==> config.mk <==
export PLATFORM = sky130hd
export DESIGN_NAME = edge_normalized_fir_unit
export DESIGN_NICKNAME = d
export VERILOG_FILES = /design/src/design/enfir_pkg.sv /design/src/design/enfir_ram.sv /design/src/design/enfir_div.sv /design/src/design/edge_normalized_fir_unit.sv
export SDC_FILE = /design/constraint.sdc
export NUM_CORES = 1
export LEC_CHECK = 0
export ABC_CLOCK_PERIOD_IN_PS = 20400
export BUFFER_PORTS_ARGS = -buffer_cell sky130_fd_sc_hd__buf_2
export CAP_MARGIN = 20
export CELL_PAD_IN_SITES_DETAIL_PLACEMENT = 0
export CELL_PAD_IN_SITES_GLOBAL_PLACEMENT = 1
export CORE_MARGIN = 1.5
export CORE_UTILIZATION = 45
export DETAILED_ROUTE_END_ITERATION = 7
export PLACE_DENSITY_LB_ADDON = 0.1
export SLEW_MARGIN = 25
export SYNTH_ARGS = -nofsm -noshare
export SYNTH_HDL_FRONTEND = slang
export SYNTH_SLANG_ARGS = --single-unit
==> constraint.sdc <==
create_clock -name clk_i -period 20.4 [get_ports clk_i]
set_clock_uncertainty 0.1 [all_clocks]
set_input_delay 1.02 -clock clk_i [delete_from_list [all_inputs] [get_ports clk_i]]
set_output_delay 1.02 -clock clk_i [all_outputs]
set_load 0.005 [all_outputs]
==> src/design/enfir_pkg.sv <==
`timescale 1ns / 1ps
// ----------------------------------------------------------------------------
// enfir_pkg: shared types and constants of the edge normalized FIR
// Field widths, accumulator and divider widths, opcodes and register map.
// ----------------------------------------------------------------------------
package enfir_pkg;

  // default number of kernel taps
  localparam int TAPS_DEF = 16;

  // item field widths
  localparam int OP_W   = 2;
  localparam int IDX_W  = 4;
  localparam int VAL_W  = 16;
  localparam int POS_W  = 4;

  // sample counter saturates at 31, kernel length register is 5 bits
  localparam int CNT_W  = 5;
  localparam int KLEN_W = 5;
  localparam logic [CNT_W-1:0]  CNT_MAX  = 5'd31;
  localparam logic [KLEN_W-1:0] KLEN_RST = 5'd16;

  // digit-serial multiply: one 4-bit sample digit per cycle
  localparam int DIG_W   = 4;
  localparam int DIGITS  = VAL_W / DIG_W;
  localparam int DCNT_W  = $clog2(DIGITS);

  // accumulator and tap sum widths (at most 31 terms)
  localparam int ACC_W  = 40;
  localparam int MAG_W  = 24;

  // configuration port
  localparam int PADDR_W = 3;
  localparam int PDATA_W = 32;
  localparam logic [PADDR_W-3:0] REG_KLEN = 1'b0;

  typedef enum logic [OP_W-1:0] {
    OP_LOAD  = 2'd0,
    OP_DATA  = 2'd1,
    OP_START = 2'd2
  } op_e;

endpackage

==> src/design/enfir_ram.sv <==
`timescale 1ns / 1ps
// ----------------------------------------------------------------------------
// enfir_ram: generic single-port-write, single-port-read RAM
// One write and one registered read per cycle; read data holds while re_i low.
// ----------------------------------------------------------------------------
module enfir_ram #(
  parameter int DATA_W = enfir_pkg::VAL_W,
  parameter int DEPTH  = enfir_pkg::TAPS_DEF,
  localparam int AW    = (DEPTH > 1) ? $clog2(DEPTH) : 1
) (
  input  logic              clk_i,
  input  logic              we_i,
  input  logic [AW-1:0]     waddr_i,
  input  logic [DATA_W-1:0] wdata_i,
  input  logic              re_i,
  input  logic [AW-1:0]     raddr_i,
  output logic [DATA_W-1:0] rdata_o
);

  logic [DATA_W-1:0] mem_q [DEPTH];
  logic [DATA_W-1:0] rdata_q;

  always_ff @(posedge clk_i) begin
    if (we_i) begin
      mem_q[waddr_i] <= wdata_i;
    end
    if (re_i) begin
      rdata_q <= mem_q[raddr_i];
    end
  end

  assign rdata_o = rdata_q;

endmodule

==> src/design/enfir_div.sv <==
`timescale 1ns / 1ps
// ----------------------------------------------------------------------------
// enfir_div: bit-serial restoring divider for unsigned magnitudes
// One quotient bit per cycle; done_o pulses once the last quotient bit has shifted in.
// ----------------------------------------------------------------------------
module enfir_div #(
  parameter int DVD_W = enfir_pkg::ACC_W,
  parameter int DVS_W = enfir_pkg::MAG_W
) (
  input  logic             clk_i,
  input  logic             rst_ni,
  input  logic             start_i,
  input  logic [DVD_W-1:0] dividend_i,
  input  logic [DVS_W-1:0] divisor_i,
  output logic             done_o,
  output logic [DVD_W-1:0] quotient_o
);

  localparam int CW = $clog2(DVD_W + 1);

  logic [CW-1:0]    cnt_q;
  logic             busy_q;
  logic             done_q;
  logic [DVD_W-1:0] dvd_q;
  logic [DVS_W:0]   rem_q;
  logic [DVS_W-1:0] dvs_q;

  logic [DVS_W:0]   sh;
  logic [DVS_W+1:0] diff;
  logic             borrow;

  // shift the next dividend bit into the partial remainder and trial-subtract
  assign sh     = {rem_q[DVS_W-1:0], dvd_q[DVD_W-1]};
  assign diff   = {1'b0, sh} - {2'b00, dvs_q};
  assign borrow = diff[DVS_W+1];

  always_ff @(posedge clk_i or negedge rst_ni) begin
    if (!rst_ni) begin
      busy_q <= 1'b0;
      done_q <= 1'b0;
      cnt_q  <= '0;
    end else begin
      done_q <= 1'b0;
      if (start_i) begin
        busy_q <= 1'b1;
        cnt_q  <= '0;
      end else if (busy_q) begin
        cnt_q <= cnt_q + 1'b1;
        if (cnt_q == CW'(DVD_W - 1)) begin
          busy_q <= 1'b0;
          done_q <= 1'b1;
        end
      end
    end
  end

  // quotient bits shift in behind the dividend bits
  always_ff @(posedge clk_i) begin
    if (start_i) begin
      dvd_q <= dividend_i;
      rem_q <= '0;
      dvs_q <= divisor_i;
    end else if (busy_q) begin
      dvd_q <= {dvd_q[DVD_W-2:0], ~borrow};
      rem_q <= borrow ? sh : diff[DVS_W:0];
    end
  end

  assign done_o     = done_q;
  assign quotient_o = dvd_q;

endmodule

==> src/design/edge_normalized_fir_unit.sv <==
`timescale 1ns / 1ps
// ----------------------------------------------------------------------------
// edge_normalized_fir_unit: left-border FIR with partial-kernel normalization
// Load, start and out-of-border sample items complete in the idle state.
// A border sample n runs a digit-serial multiply-accumulate over taps 0..n
// (one tap fetch plus four 4-bit digits per tap), one tap-sum check, the
// divider and one result load, after which the next item goes in; a zero tap
// sum skips the divider, and a stalled result holds the next item back.
// Reset clears taps to zero through valid bits, the sample count, and sets
// kernel_length to 16; the result register may still hold while the next item runs.
// ----------------------------------------------------------------------------
module edge_normalized_fir_unit #(
  parameter int TAPS = enfir_pkg::TAPS_DEF
) (
  input  logic                                clk_i,
  input  logic                                rst_ni,
  input  logic                                in_valid_i,
  output logic                                in_stall_o,
  input  logic [enfir_pkg::OP_W-1:0]          opcode_i,
  input  logic [enfir_pkg::IDX_W-1:0]         tap_index_i,
  input  logic signed [enfir_pkg::VAL_W-1:0]  value_i,
  output logic                                out_valid_o,
  input  logic                                out_stall_i,
  output logic signed [enfir_pkg::VAL_W-1:0]  result_value_o,
  output logic [enfir_pkg::POS_W-1:0]         sample_position_o,
  output logic                                div_by_zero_o,
  output logic                                saturated_o,
  input  logic                                psel,
  input  logic                                penable,
  input  logic                                pwrite,
  input  logic [enfir_pkg::PADDR_W-1:0]       paddr,
  input  logic [enfir_pkg::PDATA_W-1:0]       pwdata,
  output logic [enfir_pkg::PDATA_W-1:0]       prdata,
  output logic                                pready
);

  import enfir_pkg::*;

  localparam int AW = (TAPS > 1) ? $clog2(TAPS) : 1;
  localparam logic [ACC_W-1:0] POS_LIM = ACC_W'(2 ** (VAL_W - 1) - 1);
  localparam logic [ACC_W-1:0] NEG_LIM = ACC_W'(2 ** (VAL_W - 1));

  typedef enum logic [5:0] {
    S_IDLE  = 6'b000001,
    S_FETCH = 6'b000010,
    S_MUL   = 6'b000100,
    S_NORM  = 6'b001000,
    S_DIV   = 6'b010000,
    S_OUT   = 6'b100000
  } state_e;

  state_e state_q, state_d;

  logic [CNT_W-1:0]        cnt_q, cnt_d;
  logic [KLEN_W-1:0]       klen_q;
  logic [CNT_W-1:0]        n_q, n_d;
  logic [CNT_W-1:0]        j_q, j_d;
  logic [DCNT_W-1:0]       dig_q, dig_d;
  logic signed [ACC_W-1:0] acc_q, acc_d;
  logic signed [MAG_W-1:0] mag_q, mag_d;
  logic                    sign_q, sign_d;
  logic                    dz_q, dz_d;
  logic [TAPS-1:0]         tap_vld_q;
  logic                    vld_bit_q;

  logic                    out_valid_q;
  logic signed [VAL_W-1:0] res_q;
  logic [POS_W-1:0]        pos_q;
  logic                    dzo_q;
  logic                    sat_q;

  logic                    tap_we;
  logic                    hist_we;
  logic                    rd_en;
  logic                    div_start;
  logic                    div_done;
  logic                    out_load;
  logic                    cfg_we;

  logic signed [VAL_W-1:0] tap_rdata;
  logic signed [VAL_W-1:0] hist_rdata;
  logic signed [VAL_W-1:0] tap_val;
  logic [DIG_W-1:0]        dsel;
  logic signed [DIG_W:0]   digit;
  logic signed [VAL_W+DIG_W:0] pp;
  logic signed [ACC_W-1:0] pp_ext;
  logic [ACC_W-1:0]        acc_abs;
  logic [MAG_W-1:0]        mag_abs;
  logic [ACC_W-1:0]        qmag;
  logic signed [VAL_W-1:0] res_d;
  logic                    sat_d;

  // --------------------------------------------------------------------------
  // configuration register
  // --------------------------------------------------------------------------
  assign pready = 1'b1;
  assign cfg_we = psel && penable && pwrite && (paddr[PADDR_W-1:2] == REG_KLEN);

  always_ff @(posedge clk_i or negedge rst_ni) begin
    if (!rst_ni) begin
      klen_q <= KLEN_RST;
    end else if (cfg_we) begin
      klen_q <= pwdata[KLEN_W-1:0];
    end
  end

  always_comb begin
    prdata = '0;
    if (paddr[PADDR_W-1:2] == REG_KLEN) begin
      prdata = PDATA_W'(klen_q);
    end
  end

  // --------------------------------------------------------------------------
  // tap and sample stores
  // --------------------------------------------------------------------------
  enfir_ram #(
    .DATA_W (VAL_W),
    .DEPTH  (TAPS)
  ) u_tap_ram (
    .clk_i   (clk_i),
    .we_i    (tap_we),
    .waddr_i (AW'(tap_index_i)),
    .wdata_i (value_i),
    .re_i    (rd_en),
    .raddr_i (AW'(j_q)),
    .rdata_o (tap_rdata)
  );

  enfir_ram #(
    .DATA_W (VAL_W),
    .DEPTH  (TAPS)
  ) u_hist_ram (
    .clk_i   (clk_i),
    .we_i    (hist_we),
    .waddr_i (AW'(cnt_q)),
    .wdata_i (value_i),
    .re_i    (rd_en),
    .raddr_i (AW'(n_q - j_q)),
    .rdata_o (hist_rdata)
  );

  // a tap never loaded since reset reads as zero
  always_ff @(posedge clk_i or negedge rst_ni) begin
    if (!rst_ni) begin
      tap_vld_q <= '0;
    end else if (tap_we) begin
      tap_vld_q[AW'(tap_index_i)] <= 1'b1;
    end
  end

  always_ff @(posedge clk_i) begin
    if (rd_en) begin
      vld_bit_q <= tap_vld_q[AW'(j_q)];
    end
  end

  // --------------------------------------------------------------------------
  // digit-serial partial product: tap times one 4-bit sample digit
  // --------------------------------------------------------------------------
  assign tap_val = vld_bit_q ? tap_rdata : '0;
  assign dsel    = hist_rdata[DIG_W * int'(dig_q) +: DIG_W];
  // top digit carries the sample's sign
  assign digit   = (dig_q == DCNT_W'(DIGITS - 1)) ? $signed({dsel[DIG_W-1], dsel})
                                                  : $signed({1'b0, dsel});
  assign pp      = tap_val * digit;
  assign pp_ext  = ACC_W'(pp);

  assign acc_abs = acc_q[ACC_W-1] ? ACC_W'(-acc_q) : ACC_W'(acc_q);
  assign mag_abs = mag_q[MAG_W-1] ? MAG_W'(-mag_q) : MAG_W'(mag_q);

  enfir_div #(
    .DVD_W (ACC_W),
    .DVS_W (MAG_W)
  ) u_div (
    .clk_i      (clk_i),
    .rst_ni     (rst_ni),
    .start_i    (div_start),
    .dividend_i (acc_abs),
    .divisor_i  (mag_abs),
    .done_o     (div_done),
    .quotient_o (qmag)
  );

  // --------------------------------------------------------------------------
  // sequencer
  // --------------------------------------------------------------------------
  assign in_stall_o = (state_q != S_IDLE);

  always_comb begin
    state_d   = state_q;
    cnt_d     = cnt_q;
    n_d       = n_q;
    j_d       = j_q;
    dig_d     = dig_q;
    acc_d     = acc_q;
    mag_d     = mag_q;
    sign_d    = sign_q;
    dz_d      = dz_q;
    tap_we    = 1'b0;
    hist_we   = 1'b0;
    rd_en     = 1'b0;
    div_start = 1'b0;
    out_load  = 1'b0;

    unique case (state_q)
      S_IDLE: begin
        if (in_valid_i) begin
          case (opcode_i)
            OP_LOAD: begin
              tap_we = (int'(tap_index_i) < TAPS);
            end
            OP_START: begin
              cnt_d = '0;
            end
            OP_DATA: begin
              hist_we = (int'(cnt_q) < TAPS);
              if (cnt_q < CNT_MAX) begin
                cnt_d = cnt_q + 1'b1;
              end
              // only samples inside the border give a result
              if ((cnt_q < klen_q) && (int'(cnt_q) < TAPS)) begin
                n_d     = cnt_q;
                j_d     = '0;
                acc_d   = '0;
                mag_d   = '0;
                state_d = S_FETCH;
              end
            end
            default: ;
          endcase
        end
      end
      S_FETCH: begin
        rd_en   = 1'b1;
        dig_d   = '0;
        state_d = S_MUL;
      end
      S_MUL: begin
        acc_d = acc_q + (pp_ext <<< (DIG_W * int'(dig_q)));
        if (dig_q == '0) begin
          mag_d = mag_q + MAG_W'(tap_val);
        end
        dig_d = dig_q + 1'b1;
        if (dig_q == DCNT_W'(DIGITS - 1)) begin
          if (j_q == n_q) begin
            state_d = S_NORM;
          end else begin
            j_d     = j_q + 1'b1;
            state_d = S_FETCH;
          end
        end
      end
      S_NORM: begin
        sign_d = acc_q[ACC_W-1] ^ mag_q[MAG_W-1];
        if (mag_q == '0) begin
          dz_d    = 1'b1;
          state_d = S_OUT;
        end else begin
          dz_d      = 1'b0;
          div_start = 1'b1;
          state_d   = S_DIV;
        end
      end
      S_DIV: begin
        if (div_done) begin
          state_d = S_OUT;
        end
      end
      S_OUT: begin
        // hold until the result register is free or drains this cycle
        if (!out_valid_q || !out_stall_i) begin
          out_load = 1'b1;
          state_d  = S_IDLE;
        end
      end
      default: begin
        state_d = S_IDLE;
      end
    endcase
  end

  always_ff @(posedge clk_i or negedge rst_ni) begin
    if (!rst_ni) begin
      state_q <= S_IDLE;
      cnt_q   <= '0;
    end else begin
      state_q <= state_d;
      cnt_q   <= cnt_d;
    end
  end

  always_ff @(posedge clk_i) begin
    n_q    <= n_d;
    j_q    <= j_d;
    dig_q  <= dig_d;
    acc_q  <= acc_d;
    mag_q  <= mag_d;
    sign_q <= sign_d;
    dz_q   <= dz_d;
  end

  // --------------------------------------------------------------------------
  // sign restore and saturation
  // --------------------------------------------------------------------------
  always_comb begin
    res_d = '0;
    sat_d = 1'b0;
    if (dz_q) begin
      res_d = '0;
    end else if (sign_q) begin
      if (qmag > NEG_LIM) begin
        res_d = $signed(NEG_LIM[VAL_W-1:0]);
        sat_d = 1'b1;
      end else begin
        res_d = $signed(VAL_W'(-qmag));
      end
    end else begin
      if (qmag > POS_LIM) begin
        res_d = $signed(POS_LIM[VAL_W-1:0]);
        sat_d = 1'b1;
      end else begin
        res_d = $signed(qmag[VAL_W-1:0]);
      end
    end
  end

  // --------------------------------------------------------------------------
  // result register
  // --------------------------------------------------------------------------
  always_ff @(posedge clk_i or negedge rst_ni) begin
    if (!rst_ni) begin
      out_valid_q <= 1'b0;
    end else if (out_load) begin
      out_valid_q <= 1'b1;
    end else if (out_valid_q && !out_stall_i) begin
      out_valid_q <= 1'b0;
    end
  end

  always_ff @(posedge clk_i) begin
    if (out_load) begin
      res_q <= res_d;
      pos_q <= POS_W'(n_q);
      dzo_q <= dz_q;
      sat_q <= sat_d;
    end
  end

  assign out_valid_o       = out_valid_q;
  assign result_value_o    = res_q;
  assign sample_position_o = pos_q;
  assign div_by_zero_o     = dzo_q;
  assign saturated_o       = sat_q;

endmodule
# Word level (Yosys, flattened, before mapping)
# Memory sizes are Yosys's and may differ from the RTL's. A register that Yosys moved wholly into a read port is not among the register bits.
# Index checks and enable logic that the tools add are counted.
dict set report op_classes {
  n_mul 1
  bitwise 4
  addsub 11
  mux 71
  n_lt_le_gt_ge 8
  eq_ne 21
  reduce_logical 23
  shifts 2
}
# op n
set ops {}
lappend ops {{$mux W40} 6}
lappend ops {{$mux W24} 5}
lappend ops {{$pmux W40 S2} 1}
lappend ops {{$mux W16} 4}
lappend ops {{$mux W6} 9}
lappend ops {{$pmux W24 S2} 1}
lappend ops {{$add A40 B40 Y40} 1}
lappend ops {{$gt A40 B15 Y1 const B} 1}
lappend ops {{$gt A40 B16 Y1 const B} 1}
lappend ops {{$mux W5} 8}
lappend ops {{$neg A40 Y40} 1}
lappend ops {{$sshl A21 B4 Y40} 1}
lappend ops {{$pmux W6 S6} 1}
lappend ops {{$mux W1} 29}
lappend ops {{$sub A25 B24 Y26} 1}
lappend ops {{$add A24 B16 Y24} 1}
lappend ops {{$logic_not A24 Y1} 1}
lappend ops {{$neg A24 Y24} 1}
lappend ops {{$mux W23} 1}
lappend ops {{$mul A16 B5 Y21} 1}
lappend ops {{$pmux W5 S2} 2}
lappend ops {{$neg A16 Y16} 1}
lappend ops {{$or A16 B16 Y16} 1}
lappend ops {{$shiftx A16 B5 Y4} 1}
lappend ops {{other kinds (34)} 61}
dict set report totals {
  out_inout_bits 57
  in_bits 64
  regBits 230
  ram_bits 512
  word_cells 167
  mem_count 2
}
# name words width read_ports rd_clocked_by_memory_dff write_ports line_no
set mem_list {}
lappend mem_list {u_hist_ram.mem_q 16 16 1 1 1 enfir_ram.sv:20} ;# logic [DATA_W-1:0] mem_q [DEPTH];
lappend mem_list {u_tap_ram.mem_q 16 16 1 1 1 enfir_ram.sv:20}

# Longest topological paths before layout
dict set report depth {
  depth_word 6
  mapped_depth 34
  mapped_depth_nobuf 31
}

# Hierarchy
# A second synthesis with hierarchy kept.
dict set report hier_totals {
  cells_unflattened 3015
  hier_area_um2 39875.7
}
# mod cells_per_inst area_per_inst_um2 n_inst seq_area_each_um2
set by_module_without_submodules {}
lappend by_module_without_submodules {edge_normalized_fir_unit 1680 14335.0 1 3861.2}
lappend by_module_without_submodules {{enfir_ram at u_hist_ram} 432 10203.5 1 8167.8}
lappend by_module_without_submodules {{enfir_ram at u_tap_ram} 432 10202.3 1 8167.8}
lappend by_module_without_submodules {enfir_div 471 5134.9 1 2602.5}

# Worst setup path after synthesis
# No wires, ideal clock.
dict set report synth_path {
  path_type {register to register}
  startpoint {register dig_q[0]}
  endpoint {register acc_q[38], data pin}
  setup_ps 270
  path_stages_with_launch 34
  t_required_ps 20030
  path_slack_ps 12627
  arrival_ps 7403
  n_path_buf 3
  period_less_slack_ps 7773
  cell_sequence {edfxtp_1 clkbuf_1 inv_1 o21ai_1 inv_1 nand2_1 clkbuf_1 nor2_1 fa_1 fa_1 inv_1 fa_1 inv_1 ha_1 a21oi_1 o22ai_1 o21ai_0 a21oi_1 o21a_1 o211ai_1 and2_1 a21oi_1 o21ai_0 ha_1 clkbuf_1 o21ai_0 a21oi_1 nand2_1 nor3_1 o21ai_0 nor2b_1 a2111oi_0 o21a_1 nor3_1}
}
dict set report synth_between {
  elab_chain_cells 6
  elab_cells_between_ends 7
  cone_classes {1 x add/sub; 1 x mul; 1 x eq/ne; 2 x shift; 2 x mux}
}
# element line_no
set synth_lines {}
lappend synth_lines {{start: declaration} edge_normalized_fir_unit.sv:58} ;# logic [DCNT_W-1:0] dig_q, dig_d;
lappend synth_lines {{start signal: assignment} edge_normalized_fir_unit.sv:296} ;# dig_q <= dig_d;
lappend synth_lines {{$shiftx A16 B5 Y4 or $eq A2 B2 Y1 (tied branches)} {edge_normalized_fir_unit.sv:162, edge_normalized_fir_unit.sv:164}}
lappend synth_lines {{$mux W5} edge_normalized_fir_unit.sv:164} ;# assign digit = (dig_q == DCNT_W'(DIGITS - 1)) ? $signed({dsel[DIG_W-1], dsel})
lappend synth_lines {{$mul A16 B5 Y21} edge_normalized_fir_unit.sv:166} ;# assign pp = tap_val * digit;
lappend synth_lines {{$sshl A21 B4 Y40 *} edge_normalized_fir_unit.sv:240} ;# acc_d = acc_q + (pp_ext <<< (DIG_W * int'(dig_q)));
lappend synth_lines {{$add A40 B40 Y40 *} edge_normalized_fir_unit.sv:240}
lappend synth_lines {{$pmux W40 S2 *} edge_normalized_fir_unit.sv:206} ;# unique case (state_q)
lappend synth_lines {{end signal: assignment} edge_normalized_fir_unit.sv:297} ;# acc_q <= acc_d;
lappend synth_lines {{end: declaration} edge_normalized_fir_unit.sv:59} ;# logic signed [ACC_W-1:0] acc_q, acc_d;
# Every way passes the cells marked *; elsewhere a longest branch is shown, timed or not.
# A chain may end at the register's enable or synchronous reset.

# Worst setup path after layout
dict set report layout_path {
  startpoint {register dig_q[0]}
  endpoint {register acc_q[36], data pin}
}
# Same word-level chain as after synthesis.

==> run_results.csv <==
group,metric,value,unit
outcome,outcome,"finished clean",
synthesis,syn_area_per_cell,13.2,um^2
global_routing,grt_max_degree,102,
floorplanning,fp-row-count,108,
place,placedCellCount,4134,
job,maxCapViolations,0,
power_and_ir_drop,combPwrFrac,27.3,%
global_routing,grt_pass1_vias,24300,
layout,drive_above_1_share,14.7,%
route,ant_nets,0,
timing,worst_slew_pin_slew,0.986,ns
layout,finalNetCount,3328,
worst_setup_path,r2r_cells,31,
route,drc_errors,0,
route,drt_iter0_markers,1558,
route,first_pass_iters,5,
worst_setup_path,start_kind,"flip-flop",
synthesis,synthArstFlopShare,5.30,%
clocking,clk_path_buf_depth,3,
worst_hold_path,holdPathStages,1,
layout,fillCellCount,7463,
timing,slew_headroom,34.2,%
power_and_ir_drop,p_leak,16.2,nW
synthesis,yosysTopAreaCellShare,54.1,%
timing,finalSetupTns,0,ns
synthesis,synth-simple-area-share,9.29,%
worst_setup_path,rr_startpoint,"dig_q[0]",
timing,hold_viol_final,0,
worst_hold_path,min_from,"tap_vld_q[3]",
global_routing,grt_pass1_wl,139,mm
worst_setup_path,cp_data_arrival_time,10.30,ns
global_routing,overflow,0,
synthesis,synth_compound_area_share,8.23,%
place,port_buffers,63,
clocking,hold_buffers,0,
worst_setup_path,rrSetupSlack,10.39,ns
place,post_dp_cell_area,41100,um^2
power_and_ir_drop,ir_drop,0.0712,mV
power_and_ir_drop,clock_power_share,32.6,%
worst_setup_path,cp.required,20.68,ns
layout,final_area,44000,um^2
timing,fin_crit_sh,49.1,%
power_and_ir_drop,netSwitchingFraction,31.0,%
floorplanning,dieArea,89300,um^2
clocking,cts_tree,"yes",
power_and_ir_drop,p_int,3.21,mW
clocking,root_buffer,"clkbuf_16",
clocking,cts_resized,0,
synthesis,synthAdderAreaFrac,7.26,%
worst_setup_path,cp-end-kind,"flip-flop",
power_and_ir_drop,power.total,4.65,mW
worst_setup_path,cp_slowest_cell,"edfxtp_1",
timing,finalSetupViolations,0,
floorplanning,start_util,45.4,%
clocking,cts.clk_slew.worst_paths,0.06,ns
synthesis,muxShareOfSynthArea,10.4,%
synthesis,synth_top_family_by_area,"multiplexers",
clocking,numCtsBuffers,85,
timing,period_minus_slack,10.01,ns
route,routedWlPerCell,20.7,um
worst_hold_path,hold-path-endpoint,"tap_vld_q[3]",
place,gp_congestion,0.916,
route,vias_per_cell,5.49,
global_routing,grt_usage,20.1,%
floorplanning,fp.dieW,299,um
route,vias,23600,
clocking,cts.sinks,774,
layout,area_growth,11.7,%
synthesis,ys_top_cells_by_area,"edfxtp_1 54%, mux4_2 8.6%, ha_1 4.5%",
power_and_ir_drop,p_per_area,106,nW/um^2
route,wirelength,89.0,mm
synthesis,synth.distinct_cells,76,
layout,antenna_cells,0,
global_routing,antenna_found_initial,0,
synthesis,synth_enable_flop_cells,709,
worst_setup_path,path_class,"reg2reg",
clocking,cts_max_level,3,
power_and_ir_drop,power_switching,1.44,mW
layout,layout.cells.non_filler,4294,
floorplanning,io_pins,121,
synthesis,synth_seq_cells,774,
place,hpwl,59.2,mm
timing,rsz0062_at_grt,"false",
timing,drv_slew,0,
worst_hold_path,hold_class,"reg2reg",
power_and_ir_drop,seqPwrFrac,40.1,%
synthesis,postSynthCellCount,2976,
timing,fmax,0.0999,GHz
timing,hold_slack,0.363,ns
floorplanning,die_h,299,um
synthesis,synth_xor_area_share,3.40,%
synthesis,synth-seq-area-share,57.9,%
synthesis,synth_warnings,0,
worst_setup_path,slowest_delay,0.99,ns
clocking,cts_setup_buffers,0,
synthesis,ys.flop_type,"edfxtp_1",
worst_setup_path,rr_endpoint,"acc_q[36]",
clocking,clk-insertion-delay-late,0.66,ns
synthesis,yosys.area.top_type,"edfxtp_1",
worst_setup_path,path_max_fanout,27,
synthesis,synth_area,39400,um^2
floorplanning,core_area,86800,um^2
[how the worst max path moves through the flow]
stage / from / to / cells after the start
after floorplan: dig_q[0] / acc_q[38] / 33
after global placement: dig_q[0] / acc_q[35] / 31
after detailed placement: dig_q[0] / acc_q[35] / 31
after CTS: dig_q[0] / acc_q[35] / 31
after global routing: dig_q[0] / acc_q[37] / 31
final: dig_q[0] / acc_q[36] / 31
[layer usage]
| metal | global-route usage, % | up-vias | part of all wire [%] |
|---|---|---|---|
| li1 | - | 11200 | - |
| met1 | 26.4 | 11800 | 44 |
| met2 | 34.7 | 464 | 49 |
| met3 | 2.84 | 117 | 4.0 |
| met4 | 5.90 | 0 | 2.2 |
| met5 | 0 | - | 0 |
[cell type report]
type	count	area [um^2]	area share, %
Tap cell	1155	1450	3.29
Clock inverter	47	465	1.06
Timing Repair Buffer	119	779	1.77
Clock buffer	111	2320	5.27
Inverter	195	732	1.66
Sequential cell	774	22800	51.9
Multi-Input combinational cell	1893	15400	35.1
[flip-flops by register name, indices dropped and copies added (netlist names), 2 cells and up]
signal / flops
u_hist_ram.rdata_o: 16
u_tap_ram.rdata_o: 16
u_hist_ram.mem_q: 256
mag_q: 24
u_tap_ram.mem_q: 256
klen_q: 5
cnt_q: 5
u_div.dvs_q: 24
acc_q: 40
n_q: 5
sample_position_o: 4
result_value_o: 16
u_div.rem_q: 24
dig_q: 2
u_div.quotient_o: 40
j_q: 5
state_q: 6
tap_vld_q: 16
u_div.cnt_q: 6
[Yosys cell counts, types with 8 or more instances]
cell	instances
edfxtp_1	709
nor2_1	248
nand2_1	207
inv_1	194
o21ai_0	162
a21oi_1	150
mux4_2	150
ha_1	142
xnor2_1	86
clkbuf_1	81
xor2_1	67
mux2i_1	61
fa_1	54
nor3_1	42
a21o_1	40
dfrtp_1	39
a31oi_1	35
nand2b_1	35
nor2b_1	35
a211oi_1	31
buf_4	28
nand3_1	28
or2_2	28
buf_1	26
dfxtp_1	24
o31ai_1	21
and2_1	19
nor4_1	19
o21a_1	17
or3_1	17
nand4_1	16
and3_1	15
nand3b_1	11
nand4b_1	10
mux2_2	9
o211ai_1	9
a21boi_0	8
o41ai_1	8
[power groups by stage]
stage	registers, mW	clock network [mW]	logic (mW)
6_report	1.87	1.51	1.27
5_1_grt	1.87	1.62	1.42
4_1_cts	1.87	1.56	1.27
3_5_place_dp	1.90	0	1.27
3_3_place_gp	1.90	0	1.25
2_1_floorplan	1.87	0	0.965
[cell families after synthesis]
logic type	Yosys count
adder cells (fa/ha/maj)	196
multiplexers	220
flip-flops	774
other	2
AO/OA/AOI/OAI	534
AND/OR/NAND/NOR	762
buffers and inverters	335
XOR/XNOR	153
[layout by cell type, fill, tap and decap left out, types with 61 or more instances in the layout]
| cell type | count |
|---|---|
| edfxtp_1 | 709 |
| nor2_1 | 242 |
| nand2_1 | 206 |
| inv_1 | 194 |
| o21ai_0 | 162 |
| mux4_2 | 150 |
| a21oi_1 | 149 |
| ha_1 | 141 |
| xnor2_1 | 86 |
| clkbuf_16 | 86 |
| xor2_1 | 65 |
| buf_2 | 63 |
| mux2i_1 | 61 |
[critical path: cells and delay by family, from the launching register on]
| family | cells | cell delay (ns) |
|---|---|---|
| AOI/OAI and AO/OA | 13 | 3.49 |
| and+or+nand+nor | 7 | 1.27 |
| DFF | 1 | 0.99 |
| xor gates and xnor gates | 1 | 0.32 |
| buffers and inverters | 5 | 1.16 |
| adders and majority gates | 5 | 2.41 |
[per-stage QoR]
stage,worst slack (ns),utilization (%)
2_1_floorplan,12.63,-
3_3_place_gp,10.43,47.4
3_5_place_dp,10.38,47.4
4_1_cts,10.42,50.6
5_1_grt,9.59,50.7
6_report,10.39,50.7
Note: power is estimated with default switching activity, not from simulation.
